--- src/rtl/core/kcl_pkg.sv ---
// Shared types and constants for the keypad code lock.
package kcl_pkg;

  localparam int unsigned CodeLen = 4;
  localparam int unsigned DigitW  = 6;
  localparam int unsigned TickW   = 4;
  localparam int unsigned LightW  = 4;
  localparam int unsigned ByteW   = 8;
  localparam int unsigned CfgIdxW = 3;
  localparam int unsigned CfgDatW = 8;

  localparam logic [ByteW-1:0] LightFirst = 8'h41;
  localparam logic [ByteW-1:0] LightLast  = 8'h48;
  localparam logic [ByteW-1:0] DigitFirst = 8'h30;
  localparam logic [ByteW-1:0] DigitLast  = 8'h39;

  localparam logic OpByte = 1'b0;
  localparam logic OpTick = 1'b1;

  localparam logic [1:0] ReplyNone = 2'd0;
  localparam logic [1:0] ReplyOk   = 2'd1;
  localparam logic [1:0] ReplyFail = 2'd2;

  localparam logic [CfgIdxW-1:0] RegCode0  = 3'd0;
  localparam logic [CfgIdxW-1:0] RegCode1  = 3'd1;
  localparam logic [CfgIdxW-1:0] RegCode2  = 3'd2;
  localparam logic [CfgIdxW-1:0] RegCode3  = 3'd3;
  localparam logic [CfgIdxW-1:0] RegBeepOn = 3'd4;
  localparam logic [CfgIdxW-1:0] RegPeriod = 3'd5;

  localparam logic [DigitW-1:0] Code0Rst  = 6'd49;
  localparam logic [DigitW-1:0] Code1Rst  = 6'd50;
  localparam logic [DigitW-1:0] Code2Rst  = 6'd51;
  localparam logic [DigitW-1:0] Code3Rst  = 6'd52;
  localparam logic [TickW-1:0]  BeepOnRst = 4'd5;
  localparam logic [TickW-1:0]  PeriodRst = 4'd10;

  typedef struct packed {
    logic [CodeLen-1:0][DigitW-1:0] code;
    logic [TickW-1:0]               beep_on;
    logic [TickW-1:0]               period;
  } cfg_t;

  typedef struct packed {
    logic [LightW-1:0] light_bits;
    logic              armed;
    logic              sounding;
    logic              buzzer;
    logic [1:0]        reply_code;
  } rslt_t;

endpackage

--- src/rtl/core/kcl_cfg_regs.sv ---
// Configuration register file for the keypad code lock.
module kcl_cfg_regs (
  input  logic                         clk,
  input  logic                         rst_n,
  input  logic                         wr_en,
  input  logic [kcl_pkg::CfgIdxW-1:0]  wr_idx,
  input  logic [kcl_pkg::CfgDatW-1:0]  wr_data,
  output kcl_pkg::cfg_t                cfg
);
  import kcl_pkg::*;

  cfg_t cfg_r;

  always_ff @(posedge clk) begin
    if (!rst_n) begin
      cfg_r.code[0] <= Code0Rst;
      cfg_r.code[1] <= Code1Rst;
      cfg_r.code[2] <= Code2Rst;
      cfg_r.code[3] <= Code3Rst;
      cfg_r.beep_on <= BeepOnRst;
      cfg_r.period  <= PeriodRst;
    end else if (wr_en) begin
      case (wr_idx)
        RegCode0:  cfg_r.code[0] <= wr_data[DigitW-1:0];
        RegCode1:  cfg_r.code[1] <= wr_data[DigitW-1:0];
        RegCode2:  cfg_r.code[2] <= wr_data[DigitW-1:0];
        RegCode3:  cfg_r.code[3] <= wr_data[DigitW-1:0];
        RegBeepOn: cfg_r.beep_on <= wr_data[TickW-1:0];
        RegPeriod: cfg_r.period  <= wr_data[TickW-1:0];
        default: ;
      endcase
    end
  end

  assign cfg = cfg_r;

endmodule

--- src/rtl/core/kcl_step.sv ---
// Lock state, light state and beep sequencer with next-result logic.
module kcl_step (
  input  logic                       clk,
  input  logic                       rst_n,
  input  logic                       step_en,
  input  logic                       opcode,
  input  logic [kcl_pkg::ByteW-1:0]  rx_byte,
  input  kcl_pkg::cfg_t              cfg,
  output kcl_pkg::rslt_t             rslt
);
  import kcl_pkg::*;

  logic [LightW-1:0] lights_r, lights_nxt;
  logic [1:0]        dcnt_r, dcnt_nxt;
  logic              match_r, match_nxt;
  logic              armed_r, armed_nxt;
  logic              sound_r, sound_nxt;
  logic [TickW-1:0]  phase_r, phase_nxt;
  logic              buzz_r, buzz_nxt;
  logic [1:0]        reply;
  logic [2:0]        light_off;
  logic [TickW:0]    phase_inc;
  logic              digit_hit;
  logic              entry_match;

  always_comb begin
    lights_nxt  = lights_r;
    dcnt_nxt    = dcnt_r;
    match_nxt   = match_r;
    armed_nxt   = armed_r;
    sound_nxt   = sound_r;
    phase_nxt   = phase_r;
    buzz_nxt    = buzz_r;
    reply       = ReplyNone;
    light_off   = 3'(rx_byte - LightFirst);
    phase_inc   = {1'b0, phase_r} + 1'b1;
    digit_hit   = (rx_byte == {2'b00, cfg.code[dcnt_r]});
    entry_match = match_r && digit_hit;
    if (opcode == OpTick) begin
      if (sound_r) begin
        buzz_nxt  = (phase_r < cfg.beep_on);
        phase_nxt = (phase_inc >= {1'b0, cfg.period}) ? '0 : phase_inc[TickW-1:0];
      end
    end else if (rx_byte inside {[LightFirst:LightLast]}) begin
      lights_nxt[light_off[2:1]] = ~light_off[0];
    end else if (rx_byte inside {[DigitFirst:DigitLast]}) begin
      dcnt_nxt  = dcnt_r + 2'd1;
      match_nxt = entry_match;
      if (dcnt_r == 2'(CodeLen - 1)) begin
        match_nxt = 1'b1;
        if (entry_match) begin
          reply     = ReplyOk;
          armed_nxt = ~armed_r;
          sound_nxt = 1'b0;
        end else begin
          reply = ReplyFail;
          if (armed_r) begin
            sound_nxt = 1'b1;
          end
        end
      end
    end
    if (!sound_nxt) begin
      buzz_nxt = 1'b0;
    end
  end

  always_ff @(posedge clk) begin
    if (!rst_n) begin
      lights_r <= '0;
      dcnt_r   <= '0;
      match_r  <= 1'b1;
      armed_r  <= 1'b0;
      sound_r  <= 1'b0;
      phase_r  <= '0;
      buzz_r   <= 1'b0;
    end else if (step_en) begin
      lights_r <= lights_nxt;
      dcnt_r   <= dcnt_nxt;
      match_r  <= match_nxt;
      armed_r  <= armed_nxt;
      sound_r  <= sound_nxt;
      phase_r  <= phase_nxt;
      buzz_r   <= buzz_nxt;
    end
  end

  assign rslt.light_bits = lights_nxt;
  assign rslt.armed      = armed_nxt;
  assign rslt.sounding   = sound_nxt;
  assign rslt.buzzer     = buzz_nxt;
  assign rslt.reply_code = reply;

  a_buzz_needs_sound: assert property (@(posedge clk) disable iff (!rst_n)
    buzz_r |-> sound_r)
    else $error("buzzer high while alarm silent");

  a_ok_toggles_armed: assert property (@(posedge clk) disable iff (!rst_n)
    step_en && reply == ReplyOk |=> armed_r != $past(armed_r) && !sound_r)
    else $error("accepted code did not toggle armed and silence");

  a_hold_when_idle: assert property (@(posedge clk) disable iff (!rst_n)
    !step_en |=> $stable(lights_r) && $stable(dcnt_r) && $stable(armed_r)
                 && $stable(sound_r) && $stable(phase_r))
    else $error("state changed without a request");

  a_reply_on_last_digit: assert property (@(posedge clk) disable iff (!rst_n)
    step_en && reply != ReplyNone |=> dcnt_r == 2'd0 && match_r)
    else $error("reply outside the end of a code entry");

endmodule

--- src/rtl/core/keypad_code_lock_with_alarm.sv ---
// Top level of the keypad code lock with alarm.
// Each request (a command byte or a timer tick) is taken into an input register, processed
// combinationally by the state logic and written to a result register, so one request per
// clock is sustained while out_stall is low, and every request yields exactly one result.
// The result register drives the outputs. The result register and the input register each hold one
// request, so a stalled output lets one more request in before in_stall rises.
// Configuration writes are always ready and must be issued only while no request is in flight.
module keypad_code_lock_with_alarm (
  input  logic                         clk,
  input  logic                         rst_n,
  input  logic                         in_valid,
  output logic                         in_stall,
  input  logic                         in_opcode,
  input  logic [kcl_pkg::ByteW-1:0]    in_rx_byte,
  output logic                         out_valid,
  input  logic                         out_stall,
  output logic [kcl_pkg::LightW-1:0]   out_light_bits,
  output logic                         out_armed,
  output logic                         out_sounding,
  output logic                         out_buzzer,
  output logic [1:0]                   out_reply_code,
  input  logic                         cfg_valid,
  output logic                         cfg_ready,
  input  logic [kcl_pkg::CfgIdxW-1:0]  cfg_index,
  input  logic [kcl_pkg::CfgDatW-1:0]  cfg_data
);
  import kcl_pkg::*;

  cfg_t              cfg;
  rslt_t             rslt;
  rslt_t             res_r;
  logic              stg_vld_r;
  logic              stg_op_r;
  logic [ByteW-1:0]  stg_byte_r;
  logic              out_vld_r;
  logic              out_free;
  logic              step_en;
  logic              in_take;

  assign cfg_ready = 1'b1;
  assign out_free  = !out_vld_r || !out_stall;
  assign step_en   = stg_vld_r && out_free;
  assign in_stall  = stg_vld_r && !out_free;
  assign in_take   = in_valid && !in_stall;

  kcl_cfg_regs u_regs (
    .clk     (clk),
    .rst_n   (rst_n),
    .wr_en   (cfg_valid && cfg_ready),
    .wr_idx  (cfg_index),
    .wr_data (cfg_data),
    .cfg     (cfg)
  );

  kcl_step u_step (
    .clk     (clk),
    .rst_n   (rst_n),
    .step_en (step_en),
    .opcode  (stg_op_r),
    .rx_byte (stg_byte_r),
    .cfg     (cfg),
    .rslt    (rslt)
  );

  always_ff @(posedge clk) begin
    if (!rst_n) begin
      stg_vld_r <= 1'b0;
      out_vld_r <= 1'b0;
    end else begin
      if (!in_stall) begin
        stg_vld_r <= in_valid;
      end
      if (out_free) begin
        out_vld_r <= stg_vld_r;
      end
    end
  end

  always_ff @(posedge clk) begin
    if (in_take) begin
      stg_op_r   <= in_opcode;
      stg_byte_r <= in_rx_byte;
    end
    if (step_en) begin
      res_r <= rslt;
    end
  end

  assign out_valid      = out_vld_r;
  assign out_light_bits = res_r.light_bits;
  assign out_armed      = res_r.armed;
  assign out_sounding   = res_r.sounding;
  assign out_buzzer     = res_r.buzzer;
  assign out_reply_code = res_r.reply_code;

endmodule

--- config.mk ---
export PLATFORM = sky130hd
export DESIGN_NAME = keypad_code_lock_with_alarm
export DESIGN_NICKNAME = d
export VERILOG_FILES = /design/src/rtl/core/kcl_pkg.sv /design/src/rtl/core/kcl_cfg_regs.sv /design/src/rtl/core/kcl_step.sv /design/src/rtl/core/keypad_code_lock_with_alarm.sv
export SDC_FILE = /design/constraint.sdc
export NUM_CORES = 1
export LEC_CHECK = 0
export BUFFER_PORTS_ARGS = -buffer_cell sky130_fd_sc_hd__buf_2
export CAP_MARGIN = 20
export CELL_PAD_IN_SITES_DETAIL_PLACEMENT = 0
export CELL_PAD_IN_SITES_GLOBAL_PLACEMENT = 1
export CORE_MARGIN = 2
export CORE_UTILIZATION = 46
export DETAILED_ROUTE_END_ITERATION = 6
export GPL_TIMING_DRIVEN = 0
export PLACE_DENSITY = 0.86
export SLEW_MARGIN = 10
export SYNTH_ARGS = -nofsm -noshare
export SYNTH_HDL_FRONTEND = slang
export SYNTH_SLANG_ARGS = --single-unit
export TNS_END_PERCENT = 20
--- constraint.sdc ---
create_clock -name clk -period 4.8 [get_ports clk]
set_input_delay 0.24 -clock clk [delete_from_list [all_inputs] [get_ports clk]]
set_output_delay 0.24 -clock clk [all_outputs]
set_load 0.02 [all_outputs]
# --- After elaboration in Yosys (flattened, before gate mapping) ---
# Cells that the tools add are included.
# W data, S select, Z words.
op_classes:
  n_addsub: 3
  magnitude_cmp: 9
  eq_ne: 7
  muxes: 24
  bitwise_logic: 6
  reduce_logical: 22
op_table:
  columns: ["operator", "n"]
  rows:
  - ["$mux W1", 16]
  - ["$bmux W6 S2", 1]
  - ["$mux W4", 3]
  - ["$reduce_and A2 Y1", 6]
  - ["$eq A8 B6 Y1", 1]
  - ["$ge A8 B6 Y1 const B", 1]
  - ["$ge A8 B7 Y1 const B", 1]
  - ["$le A8 B6 Y1 const B", 1]
  - ["$le A8 B7 Y1 const B", 1]
  - ["$logic_and A1 B1 Y1", 7]
  - ["$eq A3 B2 Y1 const B", 2]
  - ["$eq A3 B3 Y1 const B", 2]
  - ["$lt A2 B3 Y1 const B", 2]
  - ["$mux W6", 1]
  - ["$not A1 Y1", 6]
  - ["$add A4 B1 Y5 const B", 1]
  - ["$ge A5 B4 Y1", 1]
  - ["$bwmux W4", 1]
  - ["$logic_not A1 Y1", 4]
  - ["$lt A4 B4 Y1", 1]
  - ["$reduce_and A4 Y1", 1]
  - ["$reduce_or A4 Y1", 1]
  - ["$eq A3 B1 Y1 const B", 1]
  - ["$logic_not A3 Y1", 1]
  - ["8 further kinds", 8]
word_totals:
  register_bits: 66
  inputBits: 25
  out_inout_bits: 12
  elab_cells: 93

# --- Longest topological paths before layout ---
logic_depth:
  ltp_word: 10
  depth_mapped: 8
  depth_no_buf: 8

# --- Modules after synthesis ---
# From an unflattened synthesis, not the netlist that was laid out.
unflattened:
  cells_unflattened: 305
  hier_area_um2: 3266.9
modules_own_cells:
  columns: ["module", "instances", "cells_per_inst", "area_per_inst_um2"]
  rows:
  - ["kcl_step", 1, 156, 1347.5]
  - ["kcl_cfg_regs", 1, 121, 1283.7]
  - ["keypad_code_lock_with_alarm", 1, 28, 635.6]

# --- Worst setup path before layout ---
# OpenSTA, ideal clock, no wires.
synth_path:
  path_type: "flip-flop to flip-flop"
  from: "register stg_byte_r[0]"
  to: "register u_step.armed_r"
  arrival_ns: 2.084
  required_time_ns: 4.729
  setup_slack_ns: 2.646
  stages_incl_launch_ff: 9
  path_buffers: 0
  cell_sequence: "edfxtp_1 inv_1 ha_1 o21bai_1 a2111oi_2 and2_1 nand2_1 or3_1 a21oi_1"
synth_between:
  elab_chain_len: 7
  elab_cells_between_ends: 13
  cone_classes: "order compare: 4; eq/ne: 1; mux: 5; reduce/logical: 3"
synth_rtl:
  columns: ["item", "line_no", "text"]
  rows:
  - ["start, declared", "keypad_code_lock_with_alarm.sv:34", "logic [ByteW-1:0] stg_byte_r;"]
  - ["start signal, assigned", "keypad_code_lock_with_alarm.sv:82", "stg_byte_r <= in_rx_byte;"]
  - ["branches (longest 5 deep; another with $ge A8 B6 Y1)", null, null]
  - ["$mux W1 *", "kcl_step.sv:44", "end else if (rx_byte inside {[LightFirst:LightLast]}) begin"]
  - ["$mux W1 *", "kcl_step.sv:39", "if (opcode == OpTick) begin"]
  - ["end signal, assigned", "kcl_step.sv:81", "armed_r <= armed_nxt;"]
  - ["end, declared", "kcl_step.sv:16", "logic armed_r, armed_nxt;"]
# Mark *: on every way between the ends.
# A chain may end at the register's enable or synchronous reset.

==> flow_summary.yaml <==
detailed_routing:
  top_layer: "met4"
  drt-initial-drc-count: 82
  vias: 2207
  viasPerCell: 5.27
  drc: 0
  drtPass1Iterations: 4
  wirelength_mm: 6.05
  wl_met1_mm: 2.96
  route.met2.wl_mm: 2.77
  wl_per_cell_um: 14.4
  ant_nets: 0
  wl_met3_um: 197
finish:
  postLayoutCoreUtil_pct: 54.9
  num-fill-cells: 586
  antenna_cells: 0
  final_common_cell: "dfxtp_1"
  seq_area_sq_um: 1500
  multi_input_comb_area_sq_um: 1500
  syn_to_final_growth_pct: 13.8
  final_cell_mix: "dfxtp_1 (48), mux2i_1 (38), buf_2 (33), nand2_1 (30), nor2_1 (30)"
  nets: 374
  layout-drive-gt1-share_pct: 18.7
timing:
  period_minus_slack_ns: 2.51
  skew_ns: 0.00885
  setup_viol: 0
  relSlewSlack_pct: 41.6
  setup_tns_ns: 0
  worstMarginPinSlew_ns: 0.874
  period_share_pct: 52.2
  finalHoldViolations: 0
  clock.fmax_mhz: 399
  rsz0062_at_grt: "false"
  slew_violations: 0
global_routing:
  grt_max_degree: 15
  antenna_found_initial: 0
  grt_pass1_vias: 2121
  overflow: 0
  gr-usage-all-layers_pct: 17.6
  grt_pass1_wl_mm: 9.97
die:
  start_util_pct: 48.2
  die_h_um: 86.1
  dieArea_sq_um: 7410
  die_w_um: 86.1
  rows: 29
  io_pins: 37
  core_region_area_sq_um: 6420
clocking:
  clk_pin_slew_ns: 0.07
  root_buffer: "clkbuf_8"
  clk_path_buf_depth: 2
  cts_tree: "built"
  htreeDepth: 3
  post_cts_buffers: 0
  hold_buffers: 0
  postCtsResizedCells: 0
  clkSinkCount: 66
  numCtsBuffers: 9
  clk-insertion-delay-late_ns: 0.35
pwr:
  powerDensity_nw_per_um2: 308
  ir_drop_mv: 0.203
  p_leak_uw: 0.00142
worst_setup_path:
  crit_required_ns: 4.88
  arrival_ns: 2.59
  crit_chain: "inv_1 > ha_1 > o21bai_1 > a2111oi_2 > nand2_1 > nor4b_2 > xor2_1"
  path_delay_family: "compound AO/OA/AOI/OAI gates"
  worst-path-buf-inv: 1
  path_class: "flip-flop to flip-flop"
  cp_slowest_cell: "edfxtp_1"
  critPathMaxFanout: 7
  max_stage_delay_ns: 0.54
  endpoint_kind: "flip-flop"
  start_kind: "flip-flop"
hold_path:
  hold_class: "input port to flip-flop"
logic_synthesis:
  ys_seq_area_share_pct: 48.5
  synth_cells: 294
  synth-seq-cells: 66
  syn_area_per_cell_sq_um: 10.5
  synth_fp_nets: 331
  yosysWarningCount: 0
  synthesis.area_sq_um: 3100
  ys_types: 46
placed_design:
  place_hpwl_mm: 4.41
  gp_congestion: 0.741
  numPortBuffers: 31
flow_run:
  maxCapViolCount: 0
run_status:
  outcome: "finished, final reports clean"
==> state kept, by name, indices dropped and copies added, names as in the netlist, 2 cells and up <==
signal           count
out_reply_code       2
u_step.phase_r       4
u_step.dcnt_r        2
stg_byte_r           8
u_regs.cfg          32
out_light_bits       4
u_step.lights_r      4
==> cell usage after synthesis (all sizes together) <==
library cell	instances	area (sq um)
a21o	3	22.5
nand4	3	18.8
o31ai	5	37.5
nand2b	3	18.8
ha	12	150
a21oi	8	40.0
nand3	5	25.0
a22oi	1	7.51
a31oi	1	6.26
and3	3	20.0
nand3b	2	15.0
a2111oi	1	15.0
nor3b	3	27.5
nor2	30	113
mux2i	38	380
inv	11	41.3
and2	3	20.0
o211ai	2	15.0
or3	1	6.26
nor3	8	45.0
nor2b	2	12.5
a211oi	1	7.51
dfxtp	48	961
xnor2	9	93.8
and3b	1	10.0
mux4	4	90.1
buf	3	23.8
edfxtp	18	541
nor4b	2	30.0
o21bai	1	7.51
xor2	5	43.8
nand4b	4	35.0
conb	1	3.75
nand2	30	113
nor4	1	6.26
clkbuf	8	30.0
o21ai	13	65.1
==> where the power goes <==
group | internal, uW | total [uW] | switching [uW]
Combinational | 31.2 | 79.9 | 48.7
Clock | 199 | 409 | 210
Sequential | 587 | 596 | 9.40
==> layer usage <==
layer  global-route usage [%]  vias up
met4                     8.66        0
met2                     28.1       34
li1                         -     1135
met5                        0        -
met1                     22.6     1028
met3                     3.46       10
==> metrics by stage <==
| stage | power, uW | cell area, sq um | setup slack (ns) | cells | hold WS (ns) |
|---|---|---|---|---|---|
| finish | 1090 | 3520 | 2.29 | 419 | 0.0625 |
| CTS | 1100 | 3520 | 2.23 | 419 | 0.0509 |
| detailed placement | 689 | 3350 | 2.24 | 403 | 0.418 |
| floorplan | 659 | 3100 | 2.65 | 294 | 0.339 |
| global route | 1130 | 3520 | 2.09 | 419 | 0.0506 |
| global placement | 687 | 3350 | 2.30 | 402 | 0.418 |
==> area by class of cell <==
cell class,instances,share of cell area [%]
multi-input combinational,206,42.6
clock buffer,11,4.01
timing repair buffer,32,4.54
tap,77,2.73
clock inverter,5,0.816
buffer,11,1.53
inverter,11,1.17
sequential,66,42.6
==> cells by family after synthesis <==
kind of cell	share of synthesized area (%)
AO/OA/AOI/OAI	7.23
XOR/XNOR	4.44
adder cells (fa/ha/maj)	4.85
buffers and inverters	3.07
flip-flops	48.5
multiplexers	15.2
other	0.121
AND/OR/NAND/NOR	16.6
==> path summary, 6_finish.rpt <==
path / from / end / slack (ns) / cells past startpoint
hold reg to reg: u_regs.cfg[21] / u_regs.cfg[21] / 0.47 / 2
setup / recovery: stg_byte_r[0] / out_armed / 2.29 / 7
hold / removal: in_rx_byte[1] / stg_byte_r[1] / 0.06 / 1
setup reg to reg: stg_byte_r[0] / out_armed / 2.29 / 7
Note: power is estimated with default switching activity, not from simulation.
